===== src/design/dual_encoder_pd_speed_loop_macros.svh =====
// assertion helpers shared by the speed loop rtl
`ifndef DUAL_ENCODER_PD_SPEED_LOOP_MACROS_SVH
`define DUAL_ENCODER_PD_SPEED_LOOP_MACROS_SVH

`ifndef ASSERT_OFF
// same-cycle implication, checked outside reset
`define DEPSL_ASSERT_IMPL(lbl, ante, cons, msg) \
  lbl: assert property (@(posedge clk) disable iff (!rst_n) (ante) |-> (cons)) \
    else $error(msg);
// next-cycle implication, checked outside reset
`define DEPSL_ASSERT_NEXT(lbl, ante, cons, msg) \
  lbl: assert property (@(posedge clk) disable iff (!rst_n) (ante) |=> (cons)) \
    else $error(msg);
`else
`define DEPSL_ASSERT_IMPL(lbl, ante, cons, msg)
`define DEPSL_ASSERT_NEXT(lbl, ante, cons, msg)
`endif

`endif


===== src/design/depsl_pkg.sv =====
package depsl_pkg;

  localparam int DEPSL_LOG_DEPTH  = 128;
  localparam int DEPSL_COUNT_BITS = 16;
  // one log row holds both channels, 16 bits each
  localparam int DEPSL_LOG_ROW_W  = 32;

  typedef enum logic [1:0] {
    OP_EDGE   = 2'd0,
    OP_TICK   = 2'd1,
    OP_TARGET = 2'd2,
    OP_READ   = 2'd3
  } depsl_op_t;

  typedef enum logic [1:0] {
    REG_KP           = 2'd0,
    REG_KD           = 2'd1,
    REG_RUN_LENGTH   = 2'd2,
    REG_COUNT_INVERT = 2'd3
  } depsl_reg_t;

  typedef struct packed {
    logic [7:0] drive_a;
    logic [7:0] drive_b;
    logic       running;
    logic       run_done;
  } depsl_res_t;

endpackage


===== src/design/depsl_log_ram.sv =====
module depsl_log_ram import depsl_pkg::*; #(
  parameter int  DEPTH  = DEPSL_LOG_DEPTH,
  parameter int  WIDTH  = DEPSL_LOG_ROW_W,
  localparam int ADDR_W = $clog2(DEPTH)
) (
  input  logic              clk,
  input  logic              wr_en,
  input  logic [ADDR_W-1:0] wr_addr,
  input  logic [WIDTH-1:0]  wr_data,
  input  logic              rd_en,
  input  logic [ADDR_W-1:0] rd_addr,
  output logic [WIDTH-1:0]  rd_data
);

  logic [WIDTH-1:0] mem [DEPTH];

  always_ff @(posedge clk) begin
    if (wr_en) begin
      mem[wr_addr] <= wr_data;
    end
  end

  // registered read, holds while idle
  always_ff @(posedge clk) begin
    if (rd_en) begin
      rd_data <= mem[rd_addr];
    end
  end

endmodule


===== config.mk =====
export PLATFORM = sky130hd
export DESIGN_NAME = depsl_log_ram
export DESIGN_NICKNAME = d
export VERILOG_FILES = /design/src/design/dual_encoder_pd_speed_loop_macros.svh /design/src/design/depsl_pkg.sv /design/src/design/depsl_log_ram.sv
export SDC_FILE = /design/constraint.sdc
export NUM_CORES = 2
export LEC_CHECK = 0
export BUFFER_PORTS_ARGS = -buffer_cell sky130_fd_sc_hd__buf_2
export CORE_UTILIZATION = 50
export CTS_CLUSTER_DIAMETER = 100
export DETAILED_ROUTE_END_ITERATION = 7
export PLACE_DENSITY_LB_ADDON = 0.1
export SLEW_MARGIN = 25
export SYNTH_ARGS = -nofsm -noshare
export SYNTH_HDL_FRONTEND = slang
export SYNTH_SLANG_ARGS = --single-unit

===== constraint.sdc =====
create_clock -name clk -period 4.35 [get_ports clk]
set_input_delay 0.435 -clock clk [delete_from_list [all_inputs] [get_ports clk]]
set_output_delay 0.435 -clock clk [all_outputs]
set_load 0.005 [all_outputs]

After elaboration in Yosys (flattened, before gate mapping) --
Memories as Yosys holds them, arrays and structs flattened. A register that Yosys moved wholly into a read port is not among the register bits. Index checks and enable logic that the tools add are counted.
Storage, ports and cells: register bits after elaboration 0, RAM bits 4096, bits of input ports 49, output and inout port bits 32, logic and storage cells 3, memories kept 1
Memories:
- mem | depth 128, width 32, read ports 1, clocked after memory_dff 1, wr ports 1, line depsl_log_ram.sv:15 | logic [WIDTH-1:0] mem [DEPTH];
Operators by class: mux-type cells 2
Operators by type and width (count):
- $mux W1 | 2

Depth between registers and ports, before layout --
depth after elaboration 2, gate-level depth with buffers 8, mapped depth without buffers 4

Least setup slack after synthesis --
OpenSTA, ideal clock, no wires.
kind input -> register, from in wr_en, to mem mem[98][0] in the netlist's numbering (enable), library setup time 0.461 ns, data arrival time 3.213 ns, required time 3.889 ns, setup slack 0.676 ns, stages 3, path buffers 1, path through clkbuf_1 -> nand4_1 -> nor3_1
On the way: longest elaborated chain between the ends 2
RTL lines:
- from (decl) | line depsl_log_ram.sv:7 | input logic wr_en,
- $mux W1 | line depsl_log_ram.sv:18 | if (wr_en) begin
- $mux W1 (implied by the code) | line depsl_log_ram.sv:19 | mem[wr_addr] <= wr_data;
- to (decl) | line depsl_log_ram.sv:15
Every way passes these cells.

==> run metrics <==
clk root buf=clkbuf_16; Max clock buf depth=4; combinational share of power=0.054; Hold Crit Class=primary input to register; Max-slew headroom=0.255; Initial Util=0.502; syn_nets=6039; design area=between 0.15 and 0.2 mm^2; row count=about 210; # Max-Cap Violations=0; Final #Nets=6603; CP Max Fanout=26; Die ar.=roughly 0.32 mm^2; most common cell in the netlist=edfxtp_1; critical path launch point type=primary input; DP Worst Slack=0.283 ns; Sink Count=slightly above 4000; postcts setup bufs=0; fin. max-slew vios=0; Post-synth top cells=edfxtp_1 (4128), mux4_2 (1344), clkbuf_1 (182); f_max=roughly 0.33 GHz; vias per inst=around 6.5; Total GRT Usage=0.281; Worst R2R Start=mem[63][14]; IO buf count=80; Worst Skew=roughly 0.074 ns; reg2reg setup slack=between 1 and 1.5 ns; first-pass GRT wire length=~600 mm; initial antenna violation count=between 80 and 90; top cells by area, synth=edfxtp_1 (79%), mux4_2 (19%), clkbuf_1 (0.44%); LEAKAGE=about 0.055 uW; CP required=a little over 5 ns; HPWL after DPL=roughly 250 mm; TritonCTS buffer count=420; CP Capture Type=register; Setup WS post-layout=around 1.3 ns; Final Hold Fails=2; area delta synth->final=15.1%; PwrDens=approximately 470 mW/mm^2; Int Pwr=about 66000 uW; Clk Latency, worst-skew pair=~0.99 ns; fraction of registers with async set/reset=0; WP data arrival=about 3.8 ns; slowest CP cell=mux4_2; Tmin final=roughly 3.1 ns; Critical path destination=rd_data[13]; DRT iter0 DRCs=10400; Max VDD drop=between 300 and 400 uV; Crit path max-delay family=multiplexers; Synth top area share=0.792; Post-Synthesis Cells=roughly 6000; H-tree Lvls=5; Worst Setup SP=rd_addr[0]; Setup TNS=0 ns; die height=around 560 um; Flop pwr share=0.523; Reg2Reg Depth=4; post-synthesis cell area=around 0.16 mm^2; drt first pass iters=7; RSZ-0062 raised after global routing=no; number of library cell types mapped by synthesis=16; CP Class=primary input to register; Hold WS=-0.00123 ns; post-route clock period utilization=0.704; gr ovfl total=0; NetSw=approximately 18000 uW; clock slew at reported path FFs=0.06 ns; # IOs=81; number of global-route vias before repair=a little over 70000; sequential fraction of the synthesis area=0.792; Routed WL=roughly 440 mm; number of synthesized flops with an enable pin=just over 4000; chip width=562 um; Levels on crit path=8; synthesized flop and latch total=4128; Worst-Margin Slew=around 1.1 ns; ys flop type=edfxtp_1; Clk network pwr share=0.423; critical path, cell by cell=buf_12 -> buf_12 -> buf_12 -> buf_4 -> mux4_2 -> mux4_2 -> mux4_2 -> mux2_2; gp weighted congestion=approximately 0.82; final-report setup violation count=0; wire length per cell=just under 40 um; syn avg cell area=~26 um^2; CTS tree=yes; layout cells sized above 1=0.371; slowest cell delay on critical path=0.69 ns; YS warnings=0; Net Sw Frac=0.215; largest net degree at the start of global routing=129; Core Region=roughly 0.31 mm^2; worst path bufs/invs=4; DP Area=0.166 mm^2; dominant cell type by area after synthesis=edfxtp_1; Final ANT Viol Nets=0; Via Count=slightly above 70000; DRC violations left=5; failing checks=DRC, hold timing; FF-to-FF End=rd_data[14]; run status=complete, but fails checks
## logic make-up after synthesis
group                  count (synthesis)  share of synthesized area
flip-flops                          4128                      0.792
multiplexers                        1376                      0.196
buffers and inverters                316                    0.00837
AND/OR/NAND/NOR                      170                    0.00445
## metal layers
layer  routed length, um  GRT usage
met2              207000      0.436
met4               13400     0.0851
met1              175000      0.410
met5                 205          0
met3               42800     0.0551
## area by class of cell
class | instances | area [um^2]
clock buffers | 511 | 10900
multi-input cells | 1546 | 32300
clock inverters | 260 | 2660
well taps | 4140 | 5180
repair buffers | 458 | 5110
diodes | 59 | 148
fillers | 22000 | 131000
flip-flops and latches | 4128 | 124000
## what timing repair did
item / in CTS / in global routing
endpoints found under the hold margin: 31 / 39
gates resized for setup: 0 / 0
hold buffers: 2 / 2
## power by group through the flow
stage / clock, uW / sequential [uW] / combinational, uW
after floorplan: 0 / 44900 / 2120
after global placement: 0 / 44900 / 4500
after detailed placement: 0 / 45000 / 4550
after CTS: 36200 / 44100 / 4560
after global routing: 37600 / 44100 / 4710
final: 35700 / 44100 / 4540
## per-stage QoR
stage / hold WS, ns / std cells / utilization / total power [uW]
floorplan: 0.534 / 5990 / - / 47000
finish: -0.00123 / 11100 / 0.579 / 84400
detailed placement: 0.883 / 10300 / 0.534 / 49500
global route: 0.0144 / 11100 / 0.578 / 86400
global placement: 0.868 / 10300 / 0.534 / 49400
CTS: 0.00741 / 11000 / 0.578 / 84900
## worst min-delay path by stage
stage | start | to | slack, ns | cells past startpoint
3_5_place_dp | wr_data[22] | mem[70][22] | 0.88 | 1
4_1_cts | wr_data[29] | mem[66][29] | 0.007 | 1
5_1_grt | wr_data[19] | mem[101][19] | 0.01 | 1
3_3_place_gp | wr_data[22] | mem[67][22] | 0.87 | 1
6_report | wr_data[28] | mem[71][28] | -0.001 | 1
2_1_floorplan | wr_data[0] | mem[0][0] | 0.53 | 0
## registers in the layout (all words and copies together), names as in the netlist
name     flops
rd_data     32
mem       4096
## cells in the final DEF, fill, tap and decap left out, types with 4 or more instances in the layout
cell type,synthesis,layout
buf_12,0,133
buf_2,79,40
buf_4,3,266
buf_6,2,10
bufinv_16,0,44
clkbuf_1,182,87
clkbuf_16,0,424
clkinv_1,0,87
clkinv_16,0,5
clkinv_2,0,87
clkinv_8,0,13
clkinvlp_4,0,14
diode_2,0,59
dlygate4sd3_1,0,4
edfxtp_1,4128,4128
inv_6,0,4
mux2_2,32,32
mux4_2,1344,1344
nand2_1,14,11
nand3_1,12,8
nand3_2,0,4
nor2_4,0,119
nor2b_1,7,7
nor3_2,0,9
No activity file was read; power rests on OpenSTA's default activity.
