==> config.mk <==
export PLATFORM = sky130hd
export DESIGN_NAME = depsl_core
export DESIGN_NICKNAME = d
export VERILOG_FILES = /design/src/design/depsl_pkg.sv /design/src/design/depsl_core.sv
export VERILOG_INCLUDE_DIRS = /design/src /design/src/design
export SDC_FILE = /design/constraint.sdc
export NUM_CORES = 2
export LEC_CHECK = 0
export BUFFER_PORTS_ARGS = -buffer_cell sky130_fd_sc_hd__buf_4
export CORE_ASPECT_RATIO = 1.1
export CORE_UTILIZATION = 55
export DETAILED_ROUTE_END_ITERATION = 6
export GPL_TIMING_DRIVEN = 1
export PLACE_DENSITY = 0.76
export RECOVER_POWER = 100
export SYNTH_ARGS = -nofsm -noshare
export SYNTH_HDL_FRONTEND = slang
export SYNTH_SLANG_ARGS = --single-unit
==> constraint.sdc <==
create_clock -name clk -period 20.7 [get_ports clk]
set_clock_uncertainty 0.2 [all_clocks]
set_input_delay 4.14 -clock clk [delete_from_list [all_inputs] [get_ports clk]]
set_output_delay 4.14 -clock clk [all_outputs]
set_load 0.02 [all_outputs]
==> src/design/dual_encoder_pd_speed_loop_macros.svh <==
// assertion helpers shared by the speed loop rtl
`ifndef DUAL_ENCODER_PD_SPEED_LOOP_MACROS_SVH
`define DUAL_ENCODER_PD_SPEED_LOOP_MACROS_SVH

`ifndef ASSERT_OFF
// same-cycle implication, checked outside reset
`define DEPSL_ASSERT_IMPL(lbl, ante, cons, msg) \
  lbl: assert property (@(posedge clk) disable iff (!rst_n) (ante) |-> (cons)) \
    else $error(msg);
// next-cycle implication, checked outside reset
`define DEPSL_ASSERT_NEXT(lbl, ante, cons, msg) \
  lbl: assert property (@(posedge clk) disable iff (!rst_n) (ante) |=> (cons)) \
    else $error(msg);
`else
`define DEPSL_ASSERT_IMPL(lbl, ante, cons, msg)
`define DEPSL_ASSERT_NEXT(lbl, ante, cons, msg)
`endif

`endif

==> src/design/depsl_pkg.sv <==
package depsl_pkg;

  localparam int DEPSL_LOG_DEPTH  = 128;
  localparam int DEPSL_COUNT_BITS = 16;
  // one log row holds both channels, 16 bits each
  localparam int DEPSL_LOG_ROW_W  = 32;

  typedef enum logic [1:0] {
    OP_EDGE   = 2'd0,
    OP_TICK   = 2'd1,
    OP_TARGET = 2'd2,
    OP_READ   = 2'd3
  } depsl_op_t;

  typedef enum logic [1:0] {
    REG_KP           = 2'd0,
    REG_KD           = 2'd1,
    REG_RUN_LENGTH   = 2'd2,
    REG_COUNT_INVERT = 2'd3
  } depsl_reg_t;

  typedef struct packed {
    logic [7:0] drive_a;
    logic [7:0] drive_b;
    logic       running;
    logic       run_done;
  } depsl_res_t;

endpackage

==> src/design/depsl_core.sv <==
module depsl_core import depsl_pkg::*; #(
  parameter int  LOG_DEPTH  = DEPSL_LOG_DEPTH,
  parameter int  COUNT_BITS = DEPSL_COUNT_BITS,
  localparam int ADDR_W     = $clog2(LOG_DEPTH)
) (
  input  logic                       clk,
  input  logic                       rst_n,
  input  logic                       accept,
  input  depsl_op_t                  op,
  input  logic                       channel,
  input  logic                       phase_b,
  input  logic [7:0]                 target_value,
  input  logic signed [7:0]          kp,
  input  logic signed [7:0]          kd,
  input  logic [7:0]                 run_length,
  input  logic [1:0]                 count_invert,
  output depsl_res_t                 res,
  output logic                       log_we,
  output logic [ADDR_W-1:0]          log_waddr,
  output logic [DEPSL_LOG_ROW_W-1:0] log_wdata
);

  localparam int ERR_W = COUNT_BITS + 2;
  localparam int CHG_W = ERR_W + 1;
  localparam int SUM_W = CHG_W + 10;
  localparam int LIM_W = (ADDR_W + 1 > 8) ? ADDR_W + 1 : 8;
  localparam logic signed [COUNT_BITS-1:0] CNT_MAX = {1'b0, {(COUNT_BITS-1){1'b1}}};
  localparam logic signed [COUNT_BITS-1:0] CNT_MIN = {1'b1, {(COUNT_BITS-1){1'b0}}};

  logic signed [COUNT_BITS-1:0] cnt_r [2];
  logic signed [COUNT_BITS-1:0] cnt_nxt [2];
  logic signed [ERR_W-1:0]      perr_r [2];
  logic signed [ERR_W-1:0]      perr_nxt [2];
  logic [7:0]                   drv_r [2];
  logic [7:0]                   drv_nxt [2];
  logic [7:0]                   tgt_r, tgt_nxt;
  logic                         first_r, first_nxt;
  logic                         run_r, run_nxt;
  logic [ADDR_W-1:0]            pidx_r, pidx_nxt;
  logic                         done;

  logic signed [ERR_W-1:0]      err [2];
  logic signed [CHG_W-1:0]      chg [2];
  logic signed [ERR_W+7:0]      prod_p [2];
  logic signed [CHG_W+7:0]      prod_d [2];
  logic signed [SUM_W-1:0]      sum [2];
  logic [7:0]                   drv_pd [2];
  logic signed [31:0]           cnt32 [2];
  logic [15:0]                  log16 [2];
  logic signed [COUNT_BITS-1:0] cnt_cur, cnt_step;
  logic                         up;
  logic [LIM_W-1:0]             limit, pidx_inc;

  // per-channel pd update and log saturation
  always_comb begin
    for (int c = 0; c < 2; c++) begin
      err[c]    = ERR_W'($signed({1'b0, tgt_r})) - ERR_W'(cnt_r[c]);
      chg[c]    = CHG_W'(err[c]) - CHG_W'(perr_r[c]);
      prod_p[c] = (ERR_W+8)'(kp) * (ERR_W+8)'(err[c]);
      prod_d[c] = (CHG_W+8)'(kd) * (CHG_W+8)'(chg[c]);
      sum[c]    = SUM_W'($signed({1'b0, drv_r[c]})) + SUM_W'(prod_p[c])
                + SUM_W'(prod_d[c]);
      if (sum[c][SUM_W-1]) begin
        drv_pd[c] = 8'd0;
      end else if (sum[c] > SUM_W'(255)) begin
        drv_pd[c] = 8'd255;
      end else begin
        drv_pd[c] = sum[c][7:0];
      end
      cnt32[c] = 32'(cnt_r[c]);
      if (cnt32[c] > 32'sd32767) begin
        log16[c] = 16'h7fff;
      end else if (cnt32[c] < -32'sd32768) begin
        log16[c] = 16'h8000;
      end else begin
        log16[c] = cnt32[c][15:0];
      end
    end
  end

  // saturating edge step
  always_comb begin
    up      = phase_b ^ count_invert[channel];
    cnt_cur = cnt_r[channel];
    if (up) begin
      cnt_step = (cnt_cur == CNT_MAX) ? cnt_cur : cnt_cur + COUNT_BITS'(1);
    end else begin
      cnt_step = (cnt_cur == CNT_MIN) ? cnt_cur : cnt_cur - COUNT_BITS'(1);
    end
  end

  always_comb begin
    limit    = (LIM_W'(run_length) > LIM_W'(LOG_DEPTH)) ? LIM_W'(LOG_DEPTH)
                                                          : LIM_W'(run_length);
    pidx_inc = LIM_W'(pidx_r) + LIM_W'(1);
  end

  always_comb begin
    cnt_nxt   = cnt_r;
    perr_nxt  = perr_r;
    drv_nxt   = drv_r;
    tgt_nxt   = tgt_r;
    first_nxt = first_r;
    run_nxt   = run_r;
    pidx_nxt  = pidx_r;
    done      = 1'b0;
    log_we    = 1'b0;
    log_waddr = pidx_r;
    log_wdata = {log16[1], log16[0]};
    if (accept) begin
      unique case (op)
        OP_EDGE: begin
          cnt_nxt[channel] = cnt_step;
        end
        OP_TICK: begin
          if (run_r) begin
            cnt_nxt[0] = '0;
            cnt_nxt[1] = '0;
            if (first_r) begin
              first_nxt = 1'b0;
            end else begin
              perr_nxt = err;
              drv_nxt  = drv_pd;
              log_we   = 1'b1;
              if (pidx_inc >= limit) begin
                run_nxt    = 1'b0;
                first_nxt  = 1'b0;
                drv_nxt[0] = 8'd0;
                drv_nxt[1] = 8'd0;
                pidx_nxt   = '0;
                done       = 1'b1;
              end else begin
                pidx_nxt = pidx_inc[ADDR_W-1:0];
              end
            end
          end
        end
        OP_TARGET: begin
          tgt_nxt    = target_value;
          drv_nxt[0] = target_value;
          drv_nxt[1] = target_value;
          first_nxt  = 1'b1;
          run_nxt    = 1'b1;
        end
        OP_READ: begin
        end
        default: begin
        end
      endcase
    end
  end

  always_ff @(posedge clk) begin
    if (!rst_n) begin
      cnt_r[0]  <= '0;
      cnt_r[1]  <= '0;
      perr_r[0] <= '0;
      perr_r[1] <= '0;
      drv_r[0]  <= '0;
      drv_r[1]  <= '0;
      tgt_r     <= '0;
      first_r   <= 1'b0;
      run_r     <= 1'b0;
      pidx_r    <= '0;
    end else begin
      cnt_r   <= cnt_nxt;
      perr_r  <= perr_nxt;
      drv_r   <= drv_nxt;
      tgt_r   <= tgt_nxt;
      first_r <= first_nxt;
      run_r   <= run_nxt;
      pidx_r  <= pidx_nxt;
    end
  end

  always_comb begin
    res.drive_a  = drv_nxt[0];
    res.drive_b  = drv_nxt[1];
    res.running  = run_nxt;
    res.run_done = done;
  end

`include "dual_encoder_pd_speed_loop_macros.svh"

  `DEPSL_ASSERT_IMPL(a_first_needs_run, first_r, run_r, "first-tick flag without a run")
  `DEPSL_ASSERT_IMPL(a_idle_pidx_zero, !run_r, pidx_r == '0, "period index left over when idle")
  `DEPSL_ASSERT_NEXT(a_edge_keeps_run, accept && op == OP_EDGE, run_r == $past(run_r) && first_r == $past(first_r), "edge disturbed run control")

endmodule

# Word-level counts from Yosys, hierarchy flattened
# Cells that the tools add are included.
# W data, S select, Z words.
dict set report word_totals {
  reg_bits 99
  latchBits 0
  ramBits 0
  rom_bits 0
  input_bits 41
  out_inout_bits 58
  word_cells 96
  n_memories 0
}
dict set report classes {
  n_addsub 11
  multipliers 4
  n_div 0
  order_cmp 11
  n_eq_ne 5
  n_shift 0
  n_mux 44
  bitwise_logic 3
  reduce_logical 8
}
# operator count
set op_table {}
lappend op_table {{$mux W16} 15}
lappend op_table {{$pmux W32 S2} 1}
lappend op_table {{$add A26 B26 Y27} 2}
lappend op_table {{$gt A27 B9 Y1 const B} 2}
lappend op_table {{$add A9 B25 Y26} 2}
lappend op_table {{$mul A8 B18 Y26} 2}
lappend op_table {{$mul A8 B17 Y25} 2}
lappend op_table {{$mux W8} 5}
lappend op_table {{$sub A17 B17 Y18} 2}
lappend op_table {{$sub A9 B16 Y17} 2}
lappend op_table {{$bwmux W32} 1}
lappend op_table {{$eq A16 B16 Y1 const B} 2}
lappend op_table {{$gt A16 B16 Y1 const B} 2}
lappend op_table {{$lt A16 B16 Y1 const B} 2}
lappend op_table {{$mux W32} 1}
lappend op_table {{$pmux W16 S2} 1}
lappend op_table {{$add A16 B2 Y16 const B} 1}
lappend op_table {{$demux W16 S1} 1}
lappend op_table {{$mux W1} 16}
lappend op_table {{$sub A16 B2 Y16 const B} 1}
lappend op_table {{$add A7 B1 Y8 const B} 1}
lappend op_table {{$ge A8 B8 Y1} 1}
lappend op_table {{$gt A8 B8 Y1 const B} 1}
lappend op_table {{$mux W7} 1}
lappend op_table {{other kinds (16)} 19}

# Depth between registers and ports, before layout
dict set report logic_depth {
  depth_word 12
  ltp_mapped 46
  mapped_depth_nobuf 44
}

# Worst setup path after synthesis
# Ideal clock, no wire load.
dict set report synth_path {
  path_kind {input to output}
  startpoint {input port kd[7]}
  endpoint {output port res[10] (netlist bit)}
  arrival_time_ns 10.963
  setup_slack_ns 5.397
  cell_stages 26
  path_cell_list {clkbuf_1 > inv_1 > clkbuf_1 > clkbuf_1 > nor2_1 > fa_1 > fa_1 > inv_1 > fa_1 > inv_1 > fa_1 > fa_1 > inv_1 > fa_1 > inv_1 > ha_1 > a21oi_1 > nand2_1 > a311o_1 > a311oi_2 > o31ai_1 > xor2_1 > or4_1 > nor4_4 > buf_4 > a22oi_1}
}
# item line_no
set synth_lines {}
lappend synth_lines {{start: declaration} depsl_core.sv:14} ;# input logic signed [7:0] kd,
lappend synth_lines {{end: declaration} depsl_core.sv:17} ;# output depsl_res_t res,

==> results.py <==
metrics = {
    "run_status": {
        "outcome": "complete, but fails checks",
        "violations": "max-capacitance violations, max-slew violations",
    },
    "floorplan": {
        "die_area_sq_um": 55500,
        "start_util": 0.558,
        "die_w_microns": 225,
        "io-pin-count": 99,
        "dieHeight_microns": 247,
        "core_sq_um": 53800,
        "rows": 89,
    },
    "sta": {
        "finalCriticalPeriod_ns": 18.45,
        "worst_pin_slew_ns": 4.63,
        "slew_violations": 163,
        "setup_viol": 0,
        "final_hold_viol_count": 0,
        "fmax_ghz": 0.0542,
        "fin_ws_ns": 2.25,
        "layout_worst_path_cycle_share": 0.891,
        "rsz0062_at_grt": "no",
        "whs_ns": 0.257,
        "slew_headroom": -2.08,
        "fin_tns_setup_ns": 0,
    },
    "grt": {
        "use_met2": 0.488,
        "antenna_found_initial": 1,
        "met3_usage": 0.0330,
        "use_met1": 0.369,
        "grtUsageTotal": 0.283,
        "grt_pass1_vias": 24300,
        "grt_pass1_wl_microns": 125000,
        "gr-total-overflow": 0,
        "grt_max_degree": 98,
        "grt.busiest_layer": "met2",
    },
    "clock_tree": {
        "numCtsBuffers": 9,
        "postCtsSetupBuffers": 0,
        "cts_hold_buf": 0,
        "cts-root-buf": "clkbuf_16",
        "cts_buffer_depth": 2,
        "cts.sinks": 99,
        "cts_resized": 0,
        "clkTransAtPathRegs_ns": 0.07,
        "tritoncts": "done",
        "clkLatencyLatePin_ns": 0.36,
        "htree_levels": 3,
    },
    "logic_synthesis": {
        "synth_top_area_frac": 0.382,
        "synth_cells": 3501,
        "synth.top_cells.by_area": "fa_1, ha_1, inv_1, dfxtp_1, and2_1",
        "yosysSeqAreaShare": 0.0660,
        "yosys.area.top_type": "fa_1",
        "async_flop_share": 0,
        "synth_nets": 4379,
        "synth_edf_count": 0,
        "ys.flop_type": "dfxtp_1",
        "synth.cell_area_sq_um": 30000,
        "synth_seq_cells": 99,
        "syn_area_per_cell_sq_um": 8.57,
        "yosysWarningCount": 0,
        "ys_types": 76,
    },
    "drt": {
        "detail-route-antenna-nets": 0,
        "drtIter0Drc": 1654,
        "drtPass1Iterations": 6,
        "drcViolationCount": 0,
        "vias_per_cell": 5.64,
        "wl_per_cell_microns": 17.8,
        "wl_microns": 75100,
        "vias": 23700,
    },
    "layout": {
        "finalNetCount": 4355,
        "stdcell_count": 4211,
        "syn_to_final_growth_pct": 4.31,
        "drive_above_1_share": 0.0313,
    },
    "placement": {
        "place.gp.congestion": 0.950,
        "io_buffers": 98,
        "dp.cells": 4194,
        "post-dp-hpwl_microns": 60400,
        "dp_slack_ns": 3.92,
    },
    "worst_setup_path": {
        "required_ns": 16.36,
        "cp-start-kind": "flop",
        "max_stage_delay_ns": 1.10,
        "cp_max_fo": 17,
        "crit_path_end_kind": "output pin",
        "cp_common_cell": "o21ai_0",
        "cp_top_family": "compound AO/OA/AOI/OAI gates",
        "crit_path_top_delay_cell": "nor3_1",
        "critPathBufInv": 6,
        "crit_arrival_ns": 14.11,
        "criticalPathCategory": "reg2out",
    },
    "min_path": {
        "hold_path_class": "reg2reg",
    },
    "run": {
        "cap_violations": 3,
    },
}
-- final cells by class --
type	count	area, sq um
clock buffers	10	229
diodes	1	2.50
clock inverters	6	71.3
fillers	4861	22500
well taps	728	911
inverters	736	2760
multi-input cells	2506	24600
flip-flops and latches	99	1980
repair buffers	125	713
-- metal layers --
metal	routed length [microns]	part of all wire	vias to the layer above
li1	-	-	10900
met1	31100	0.41	11900
met2	36800	0.49	815
met3	4440	0.059	155
met4	2740	0.036	0
met5	0	0	-
-- worst reg2reg max path, delay by kind of cell (launching register included) --
| family | cells | cell delay [ns] |
|---|---|---|
| AO/OA/AOI/OAI | 19 | 6.10 |
| XOR/XNOR | 1 | 0.18 |
| adder cells (fa/ha/maj) | 9 | 4.03 |
| buffers and inverters | 5 | 0.65 |
| flip-flops | 1 | 0.38 |
| AND/OR/NAND/NOR | 6 | 2.18 |
-- registers in the layout (all words and copies together), names as in the netlist --
| signal | cells |
|---|---|
| perr_r | 34 |
| first_r | 1 |
| drv_r | 16 |
| tgt_r | 8 |
| log_waddr | 7 |
| run_r | 1 |
| cnt32 | 32 |
-- Yosys cell counts, drive strengths merged, types with 17 or more instances --
library cell and count:
a211oi 21, a311oi 17, nor2b 42, nand3 42
nand2 304, a22oi 39, a21o 36, and3 23
a21oi 129, ha 265, clkbuf 146, and2 310
o21ai 65, nor2 143, a31oi 18, nand4 17
dfxtp 99, fa 572, xor2 44, xnor2 73
nand2b 63, nor3 50, mux2i 24, inv 734
-- path summary, 6_finish.rpt --
path | slack, ns | startpoint | to | cells after the start
worst max-delay path | 2.25 | cnt32[1] | res[5] | 41
worst max register to register | 6.66 | cnt32[1] | drv_r[5] | 40
worst min-delay path | 0.26 | perr_r[21] | perr_r[21] | 2
worst min register to register | 0.26 | perr_r[21] | perr_r[21] | 2
-- per-stage QoR --
| stage | area (sq um) | utilization |
|---|---|---|
| 6_report | 31300 | 0.582 |
| 5_1_grt | 31300 | 0.582 |
| 4_1_cts | 31500 | 0.586 |
| 3_5_place_dp | 31200 | 0.581 |
| 3_3_place_gp | 31200 | 0.581 |
| 2_1_floorplan | 30000 | - |
-- cell usage in the layout (no fill, tap or decap), drive strengths merged, types with 11 or more instances in the layout --
master and instances:
clkbuf 70, nand2b 63, a21boi 13, o21ai 65
a21o 36, o22ai 11, o211ai 12, a21oi 129
dfxtp 99, o21bai 11, nor4 15, nor3b 12
o21a 15, a22oi 39, nand4 17, fa 572
or3 14, buf 65, mux2i 24, xnor2 73
a211oi 21, inv 736, and2 310, or2 12
a311oi 17, a31oi 18, ha 265, nand2 304
o311ai 11, nor2b 42, and3 23, nor3 50
xor2 44, nand3 42, nor2 143
-- cells by family (layout without fill, tap and decap cells) --
logic type	Yosys count	count (layout)	share of synthesized area
AOI/OAI and AO/OA	467	467	0.104
xor gates and xnor gates	117	117	0.0341
adders and majority gates	837	837	0.492
buffers and inverters	896	877	0.113
DFF	99	99	0.0660
muxes	25	25	0.00838
other	0	1	0
and+or+nand+nor	1060	1060	0.182
Power is left out: the tool's default activity adds up to more than one toggle a clock period on the data nets, which glitch-free logic cannot reach.
